$ cat src/design/drx_pkg.sv
// Shared types and constants for the data run extent decoder.
`default_nettype none

package drx_pkg;

  localparam int unsigned MaxFieldBytes = 8;

  typedef enum logic [1:0] {
    PhIdle   = 2'd0,
    PhHeader = 2'd1,
    PhLength = 2'd2,
    PhOffset = 2'd3
  } phase_e;

  typedef enum logic [1:0] {
    KindExtent  = 2'd0,
    KindEnd     = 2'd1,
    KindOverrun = 2'd2,
    KindSize    = 2'd3
  } kind_e;

  localparam logic [3:0] MaxFieldNib = 4'(MaxFieldBytes);

endpackage

`default_nettype wire

$ cat src/design/data_run_extent_decoder.sv
// Data run (mapping pairs) decoder: one run list byte per request, one extent per run.
// Path from input request to result: input register, then result register.
// Throughput: one byte per cycle; the single pass holds one 64-bit add per running sum.
// A full result register stalls the pass only while the output is not taken.
// Reset: asynchronous, active low; decoder idles until a byte with list start arrives.
// All running sums and counters clear on reset.
`default_nettype none

module data_run_extent_decoder (
  input  wire logic         clk_i,
  input  wire logic         rst_ni,
  input  wire logic         s_axis_tvalid_i,
  output logic              s_axis_tready_o,
  input  wire logic [71:0]  s_axis_tdata_i,  // data_byte[7:0], start_vcn[71:8]
  input  wire logic         s_axis_tuser_i,  // list_start
  input  wire logic         s_axis_tlast_i,  // buffer_end
  output logic              m_axis_tvalid_o,
  input  wire logic         m_axis_tready_i,
  // run_lcn[63:0], extent_next_vcn[127:64], is_virtual[128],
  // real_clusters[192:129], zero pad[199:193]
  output logic [199:0]      m_axis_tdata_o,
  output logic [1:0]        m_axis_tuser_o   // result_kind
);

  // input register
  logic        in_vld_q;
  logic [7:0]  in_byte_q;
  logic        in_start_q;
  logic [63:0] in_vcn_q;
  logic        in_last_q;

  // decoder state
  drx_pkg::phase_e phase_q, phase_d;
  logic [3:0]  len_left_q, len_left_d;
  logic [3:0]  off_left_q, off_left_d;
  logic [2:0]  pos_q, pos_d;
  logic [63:0] len_acc_q, len_acc_d;
  logic [63:0] off_acc_q, off_acc_d;
  logic [63:0] clus_q, clus_d;
  logic [63:0] vcn_q, vcn_d;
  logic [63:0] total_q, total_d;

  // result register
  logic             out_vld_q;
  drx_pkg::kind_e   out_kind_q;
  logic [63:0]      out_lcn_q;
  logic [63:0]      out_vcn_q;
  logic             out_virt_q;
  logic [63:0]      out_total_q;

  logic             proc_go;
  logic             step;
  logic             res_vld;
  drx_pkg::kind_e   res_kind;
  logic [63:0]      res_lcn;
  logic [63:0]      res_vcn;
  logic             res_virt;
  logic [63:0]      res_total;

  assign proc_go         = !out_vld_q || m_axis_tready_i;
  assign step            = in_vld_q && proc_go;
  assign s_axis_tready_o = !in_vld_q || proc_go;

  always_comb begin
    logic [63:0] clus_b, vcn_b, total_b;
    logic [63:0] len_new, off_new, sext;
    logic [3:0]  lsz, osz;
    logic [3:0]  len_dec, off_dec;
    logic        finish;
    logic [63:0] fin_len, fin_off;
    logic        virt;

    clus_b  = in_start_q ? 64'd0 : clus_q;
    vcn_b   = in_start_q ? in_vcn_q : vcn_q;
    total_b = in_start_q ? 64'd0 : total_q;
    lsz     = in_byte_q[3:0];
    osz     = in_byte_q[7:4];
    len_dec = len_left_q - 4'd1;
    off_dec = off_left_q - 4'd1;

    len_new = len_acc_q;
    off_new = off_acc_q;
    sext    = '0;
    for (int j = 0; j < 8; j++) begin
      if (pos_q == 3'(j)) begin
        len_new[j*8 +: 8] = len_acc_q[j*8 +: 8] | in_byte_q;
        off_new[j*8 +: 8] = off_acc_q[j*8 +: 8] | in_byte_q;
      end
      if (3'(j) > pos_q && in_byte_q[7]) begin
        sext[j*8 +: 8] = 8'hFF;
      end
    end

    phase_d    = phase_q;
    len_left_d = len_left_q;
    off_left_d = off_left_q;
    pos_d      = pos_q;
    len_acc_d  = len_acc_q;
    off_acc_d  = off_acc_q;
    clus_d     = clus_b;
    vcn_d      = vcn_b;
    total_d    = total_b;
    res_vld    = 1'b0;
    res_kind   = drx_pkg::KindEnd;
    finish     = 1'b0;
    fin_len    = len_acc_q;
    fin_off    = off_acc_q;

    if (in_start_q || phase_q == drx_pkg::PhHeader) begin
      if (in_byte_q == 8'h00) begin
        res_vld  = 1'b1;
        res_kind = drx_pkg::KindEnd;
        phase_d  = drx_pkg::PhIdle;
      end else if (in_last_q) begin
        res_vld  = 1'b1;
        res_kind = drx_pkg::KindOverrun;
        phase_d  = drx_pkg::PhIdle;
      end else if (lsz > drx_pkg::MaxFieldNib || osz > drx_pkg::MaxFieldNib) begin
        res_vld  = 1'b1;
        res_kind = drx_pkg::KindSize;
        phase_d  = drx_pkg::PhIdle;
      end else begin
        len_left_d = lsz;
        off_left_d = osz;
        pos_d      = 3'd0;
        len_acc_d  = '0;
        off_acc_d  = '0;
        phase_d    = (lsz != 4'd0) ? drx_pkg::PhLength : drx_pkg::PhOffset;
      end
    end else begin
      case (phase_q)
        drx_pkg::PhLength: begin
          if (in_last_q) begin
            res_vld  = 1'b1;
            res_kind = drx_pkg::KindOverrun;
            phase_d  = drx_pkg::PhIdle;
          end else begin
            len_acc_d  = len_new;
            len_left_d = len_dec;
            pos_d      = pos_q + 3'd1;
            fin_len    = len_new;
            if (len_dec == 4'd0) begin
              pos_d = 3'd0;
              if (off_left_q == 4'd0) begin
                finish = 1'b1;
              end else begin
                phase_d = drx_pkg::PhOffset;
              end
            end
          end
        end
        drx_pkg::PhOffset: begin
          if (in_last_q) begin
            res_vld  = 1'b1;
            res_kind = drx_pkg::KindOverrun;
            phase_d  = drx_pkg::PhIdle;
          end else begin
            off_acc_d  = off_new;
            off_left_d = off_dec;
            pos_d      = pos_q + 3'd1;
            if (off_dec == 4'd0) begin
              off_acc_d = off_new | sext;
              fin_off   = off_new | sext;
              pos_d     = 3'd0;
              finish    = 1'b1;
            end
          end
        end
        default: begin
        end
      endcase
    end

    virt = (fin_off == 64'd0);
    if (finish) begin
      clus_d   = clus_q + fin_off;
      vcn_d    = vcn_q + fin_len;
      total_d  = virt ? total_q : total_q + fin_len;
      res_vld  = 1'b1;
      res_kind = drx_pkg::KindExtent;
      phase_d  = drx_pkg::PhHeader;
    end

    res_lcn   = clus_d;
    res_vcn   = vcn_d;
    res_total = total_d;
    res_virt  = finish && virt;
  end

  always_ff @(posedge clk_i or negedge rst_ni) begin
    if (!rst_ni) begin
      in_vld_q   <= 1'b0;
      phase_q    <= drx_pkg::PhIdle;
      len_left_q <= '0;
      off_left_q <= '0;
      pos_q      <= '0;
      len_acc_q  <= '0;
      off_acc_q  <= '0;
      clus_q     <= '0;
      vcn_q      <= '0;
      total_q    <= '0;
      out_vld_q  <= 1'b0;
    end else begin
      if (s_axis_tvalid_i && s_axis_tready_o) begin
        in_vld_q <= 1'b1;
      end else if (proc_go) begin
        in_vld_q <= 1'b0;
      end
      if (step) begin
        phase_q    <= phase_d;
        len_left_q <= len_left_d;
        off_left_q <= off_left_d;
        pos_q      <= pos_d;
        len_acc_q  <= len_acc_d;
        off_acc_q  <= off_acc_d;
        clus_q     <= clus_d;
        vcn_q      <= vcn_d;
        total_q    <= total_d;
      end
      if (proc_go) begin
        out_vld_q <= step && res_vld;
      end
    end
  end

  always_ff @(posedge clk_i) begin
    if (s_axis_tvalid_i && s_axis_tready_o) begin
      in_byte_q  <= s_axis_tdata_i[7:0];
      in_vcn_q   <= s_axis_tdata_i[71:8];
      in_start_q <= s_axis_tuser_i;
      in_last_q  <= s_axis_tlast_i;
    end
    if (step && res_vld) begin
      out_kind_q  <= res_kind;
      out_lcn_q   <= res_lcn;
      out_vcn_q   <= res_vcn;
      out_virt_q  <= res_virt;
      out_total_q <= res_total;
    end
  end

  assign m_axis_tvalid_o = out_vld_q;
  assign m_axis_tuser_o  = out_kind_q;
  assign m_axis_tdata_o  = {7'd0, out_total_q, out_virt_q, out_vcn_q, out_lcn_q};

  a_len_phase_nonzero: assert property (@(posedge clk_i) disable iff (!rst_ni)
    phase_q == drx_pkg::PhLength |-> len_left_q != 4'd0)
    else $error("length phase with no length bytes left");

  a_field_bound: assert property (@(posedge clk_i) disable iff (!rst_ni)
    len_left_q <= drx_pkg::MaxFieldNib && off_left_q <= drx_pkg::MaxFieldNib)
    else $error("field byte count above limit");

  a_idle_silent: assert property (@(posedge clk_i) disable iff (!rst_ni)
    (step && phase_q == drx_pkg::PhIdle && !in_start_q) |=> !out_vld_q)
    else $error("idle byte without list start produced a result");

endmodule

`default_nettype wire
$ cat config.mk
export PLATFORM = sky130hd
export DESIGN_NAME = data_run_extent_decoder
export DESIGN_NICKNAME = d
export VERILOG_FILES = /design/src/design/drx_pkg.sv /design/src/design/data_run_extent_decoder.sv
export SDC_FILE = /design/constraint.sdc
export NUM_CORES = 2
export LEC_CHECK = 0
export BUFFER_PORTS_ARGS = -buffer_cell sky130_fd_sc_hd__buf_2
export CORE_AREA = 2 2 211 368
export DETAILED_ROUTE_END_ITERATION = 16
export DIE_AREA = 0 0 213 370
export PLACE_DENSITY = 0.72
export SLEW_MARGIN = 25
export SYNTH_ARGS = -nofsm -noshare
export SYNTH_HDL_FRONTEND = slang
export SYNTH_SLANG_ARGS = --single-unit
export TNS_END_PERCENT = 50
$ cat constraint.sdc
create_clock -name clk_i -period 31.8 [get_ports clk_i]
set_input_delay 4.77 -clock clk_i [delete_from_list [all_inputs] [get_ports clk_i]]
set_output_delay 4.77 -clock clk_i [all_outputs]
set_load 0.005 [all_outputs]
==> qor.txt <==
Max clock buf depth -> 3
Final hold vios -> 0
Slew Limit Fails -> 0
Antenna fix cells -> 0
Fin crit period -> 9.998 ns
Reg2reg end -> out_lcn_q[60]$_DFFE_PP_
Post-CTS setup buffers -> 0
Post-Synth XOR/XNOR Area -> 0.04133
Worst flop-to-flop path startpoint -> in_start_q$_DFFE_PP_
Syn Area/Cell -> 9.179 um2
Total GRT Usage -> 0.3007
Clock Skews -> 0.03305 ns
Sequential share of the synthesized area -> 0.4389
DRT antenna net count -> 0
Max FO, Critical Path -> 3
Layout area overhead -> 10.85%
Initial core utilization -> 0.4938
Wire per inst -> 22.63 um
Clock transition at path regs -> 0.06 ns
Die height -> 370 um
CTS resizes -> 0
Placed instance area -> 0.03954 mm2
Final core occ -> 0.5474
Synth Instances -> 4,086
CTS tree -> done
Post-route DRC -> 0
Layout fillers -> 6,997
Setup CP Type -> in -> out
Logic pwr share -> 0.309
Net Sw Frac -> 0.3655
Largest family of logic cells by synthesized area -> compound AO/OA/AOI/OAI gates
Worst Tran Pin Value -> 1.072 ns
FP Rows -> 134
Worst-Skew Late Latency -> 0.68 ns
Finished Cell Area -> 0.04158 mm2
Req. time, crit path -> 27.03 ns
IO Port Bufs -> 274
Status -> complete, no violations
Post-DP HPWL -> 87,670 um
Hold_buf cts -> 0
Fmax achieved -> 0.1000 GHz
Initial DRC count -> 2,352
Flop2flop setup slack -> 24.56 ns
Most frequent cells in the layout -> nand2_1 (582), a21oi_1 (387), dfrtp_1 (335), o21ai_0 (328), buf_2 (273)
Pwr dens -> 62.22 mW/mm2
Vias in the first global route -> 31,320
Mux cell area share after synthesis -> 0.02445
Final Total Pwr -> 2.587 mW
Nets -> 4,488
Sequential Power Share -> 0.405
Clock Sinks -> 604
Worst setup EP type -> output pin
Largest net degree at the start of global routing -> 154
Most common cell after layout, fill and taps aside -> nand2_1
CP endpoint -> s_axis_tready_o
Setup crit start -> m_axis_tready_i
Initial antenna violation count -> 1
Max cap viols -> 0
Synth cell types -> 85
CTS Buf Count -> 58
# IOs -> 282
Warnings, synthesis -> 0
Worst Hold Class -> reg -> reg
Synth Area in Adders -> 0.06765
Die ar. -> 0.07881 mm2
Startpoint types -> input pin
Placed insts -> 5,168
Total wire length -> 119,400 um
Setup WS post-layout -> 21.80 ns
Post-synth ARST share -> 0.5546
Main flop type after synthesis -> dfrtp_1
Reg2reg path depth -> 20
EDFF count, synth -> 269
Yosys reg bits -> 604
Rel. slew slack -> 0.2837
Die width -> 213 um
First-pass GRT wire length -> 182,000 um
Placement Setup Slack -> 21.80 ns
WHS -> 0.4731 ns
# setup viols final -> 0
Fin crit share -> 0.3144
Clock share of power -> 0.286
Internal power -> 1.641 mW
TritonRoute pass-1 iters -> 6
Via count -> 32,270
Static Leak -> 18.97 nW
Complex-gate fraction of the synthesized area -> 0.2345
Hold Crit Depth -> 2
RSZ-0062 raised after global routing -> no
Peak VDD IR -> 0.04809 mV
Layout cells sized above 1 -> 0.1219
TNS Setup -> 0 ns
Worst Path Arrival -> 5.23 ns
Clock Tree Root -> clkbuf_16
Average vias per placed instance -> 6.113
GP Congestion -> 0.9847
Switching pwr -> 0.9454 mW
GR Overflow Total -> 0
Mapped cell area -> 0.03751 mm2
Core Area -> 0.07595 mm2
Simple-gate share of the synthesized area -> 0.1588
Final Non-Filler Cells -> 5,279
CTS H-tree lvls -> 2
[kinds of logic (layout without fill, tap and decap cells)]
group | after synthesis | after routing
buffers and inverters | 324 | 491
muxes | 86 | 86
xor gates and xnor gates | 177 | 177
DFF | 604 | 604
adders and majority gates | 201 | 201
other | 1 | 7
and+or+nand+nor | 1305 | 1305
AOI/OAI and AO/OA | 1388 | 1388
[synthesized netlist by cell type (15+ instances only)]
cell | number | area (um2)
a31o_2 | 17 | 148.9
ha_1 | 198 | 2477
and3_1 | 51 | 319.1
o21a_1 | 29 | 217.7
a22oi_1 | 15 | 112.6
nor2_1 | 247 | 927.1
nor3_1 | 44 | 220.2
xor2_1 | 77 | 674.4
mux2i_1 | 41 | 410.4
a21o_1 | 149 | 1119
and2_1 | 32 | 200.2
nand3_1 | 142 | 710.7
a31oi_1 | 60 | 375.4
nand2b_1 | 24 | 150.1
dfrtp_1 | 335 | 8383
nand2_1 | 587 | 2203
inv_1 | 63 | 236.5
o22ai_1 | 16 | 100.1
o21ai_0 | 328 | 1642
xnor2_1 | 100 | 875.8
nor4_1 | 26 | 162.7
edfxtp_1 | 269 | 8078
o211ai_1 | 20 | 150.1
o21bai_1 | 123 | 923.4
nor2b_1 | 35 | 219.0
buf_1 | 25 | 93.84
o31ai_1 | 15 | 112.6
a22o_1 | 72 | 630.6
a211oi_1 | 45 | 337.8
nand4_1 | 44 | 275.3
mux2_2 | 45 | 506.7
a21oi_1 | 387 | 1937
clkbuf_1 | 208 | 780.8
[power groups by stage]
stage / Clock, mW / Sequential, mW / Combinational, mW
final: 0.739 / 1.05 / 0.800
after global routing: 0.779 / 1.06 / 0.875
after CTS: 0.753 / 1.05 / 0.789
after detailed placement: 0 / 1.06 / 0.785
after global placement: 0 / 1.06 / 0.777
after floorplan: 0 / 1.04 / 0.538
[state kept, by name, summed over array words and instances, names as in the netlist, 2 cells and up]
name	cells
clus_q	64
in_vcn_q	64
len_acc_q	64
off_acc_q	64
out_lcn_q	64
out_total_q	64
out_vcn_q	64
total_q	64
vcn_q	64
in_byte_q	8
len_left_q	4
off_left_q	4
pos_q	3
m_axis_tuser_o	2
phase_q	2
[area by class of cell]
cell class	instances	area, um2	area share
Tap cell	1020	1276	0.03070
Inverter	64	240.2	0.005778
Clock inverter	37	406.6	0.009781
Multi-Input combinational cell	3164	19860	0.4778
Sequential cell	604	16460	0.3959
Timing Repair Buffer	317	1737	0.04177
Clock buffer	73	1592	0.03828
[critical path: stages]
cell and delay (ns):
buf_2 0.10, nand3b_1 0.20, buf_2 0.16
[worst min path at each step]
stage / from / endpoint / slack [ns]
global placement: len_acc_q[25]$_DFFE_PN0P_ / len_acc_q[25]$_DFFE_PN0P_ / 0.46
floorplan: len_acc_q[0]$_DFFE_PN0P_ / len_acc_q[0]$_DFFE_PN0P_ / 0.44
finish: len_acc_q[28]$_DFFE_PN0P_ / len_acc_q[28]$_DFFE_PN0P_ / 0.47
CTS: len_acc_q[6]$_DFFE_PN0P_ / len_acc_q[6]$_DFFE_PN0P_ / 0.48
detailed placement: len_acc_q[50]$_DFFE_PN0P_ / len_acc_q[50]$_DFFE_PN0P_ / 0.46
global route: len_acc_q[48]$_DFFE_PN0P_ / len_acc_q[48]$_DFFE_PN0P_ / 0.50
[routing by layer]
layer	wire (um)	vias to the layer above	track usage
met1	47950	15560	0.3749
met4	6756	2	0.1509
li1	-	15260	-
met3	6564	316	0.03501
met2	58150	1142	0.5128
met5	13	-	0
Power figures use the tool's default switching activity.
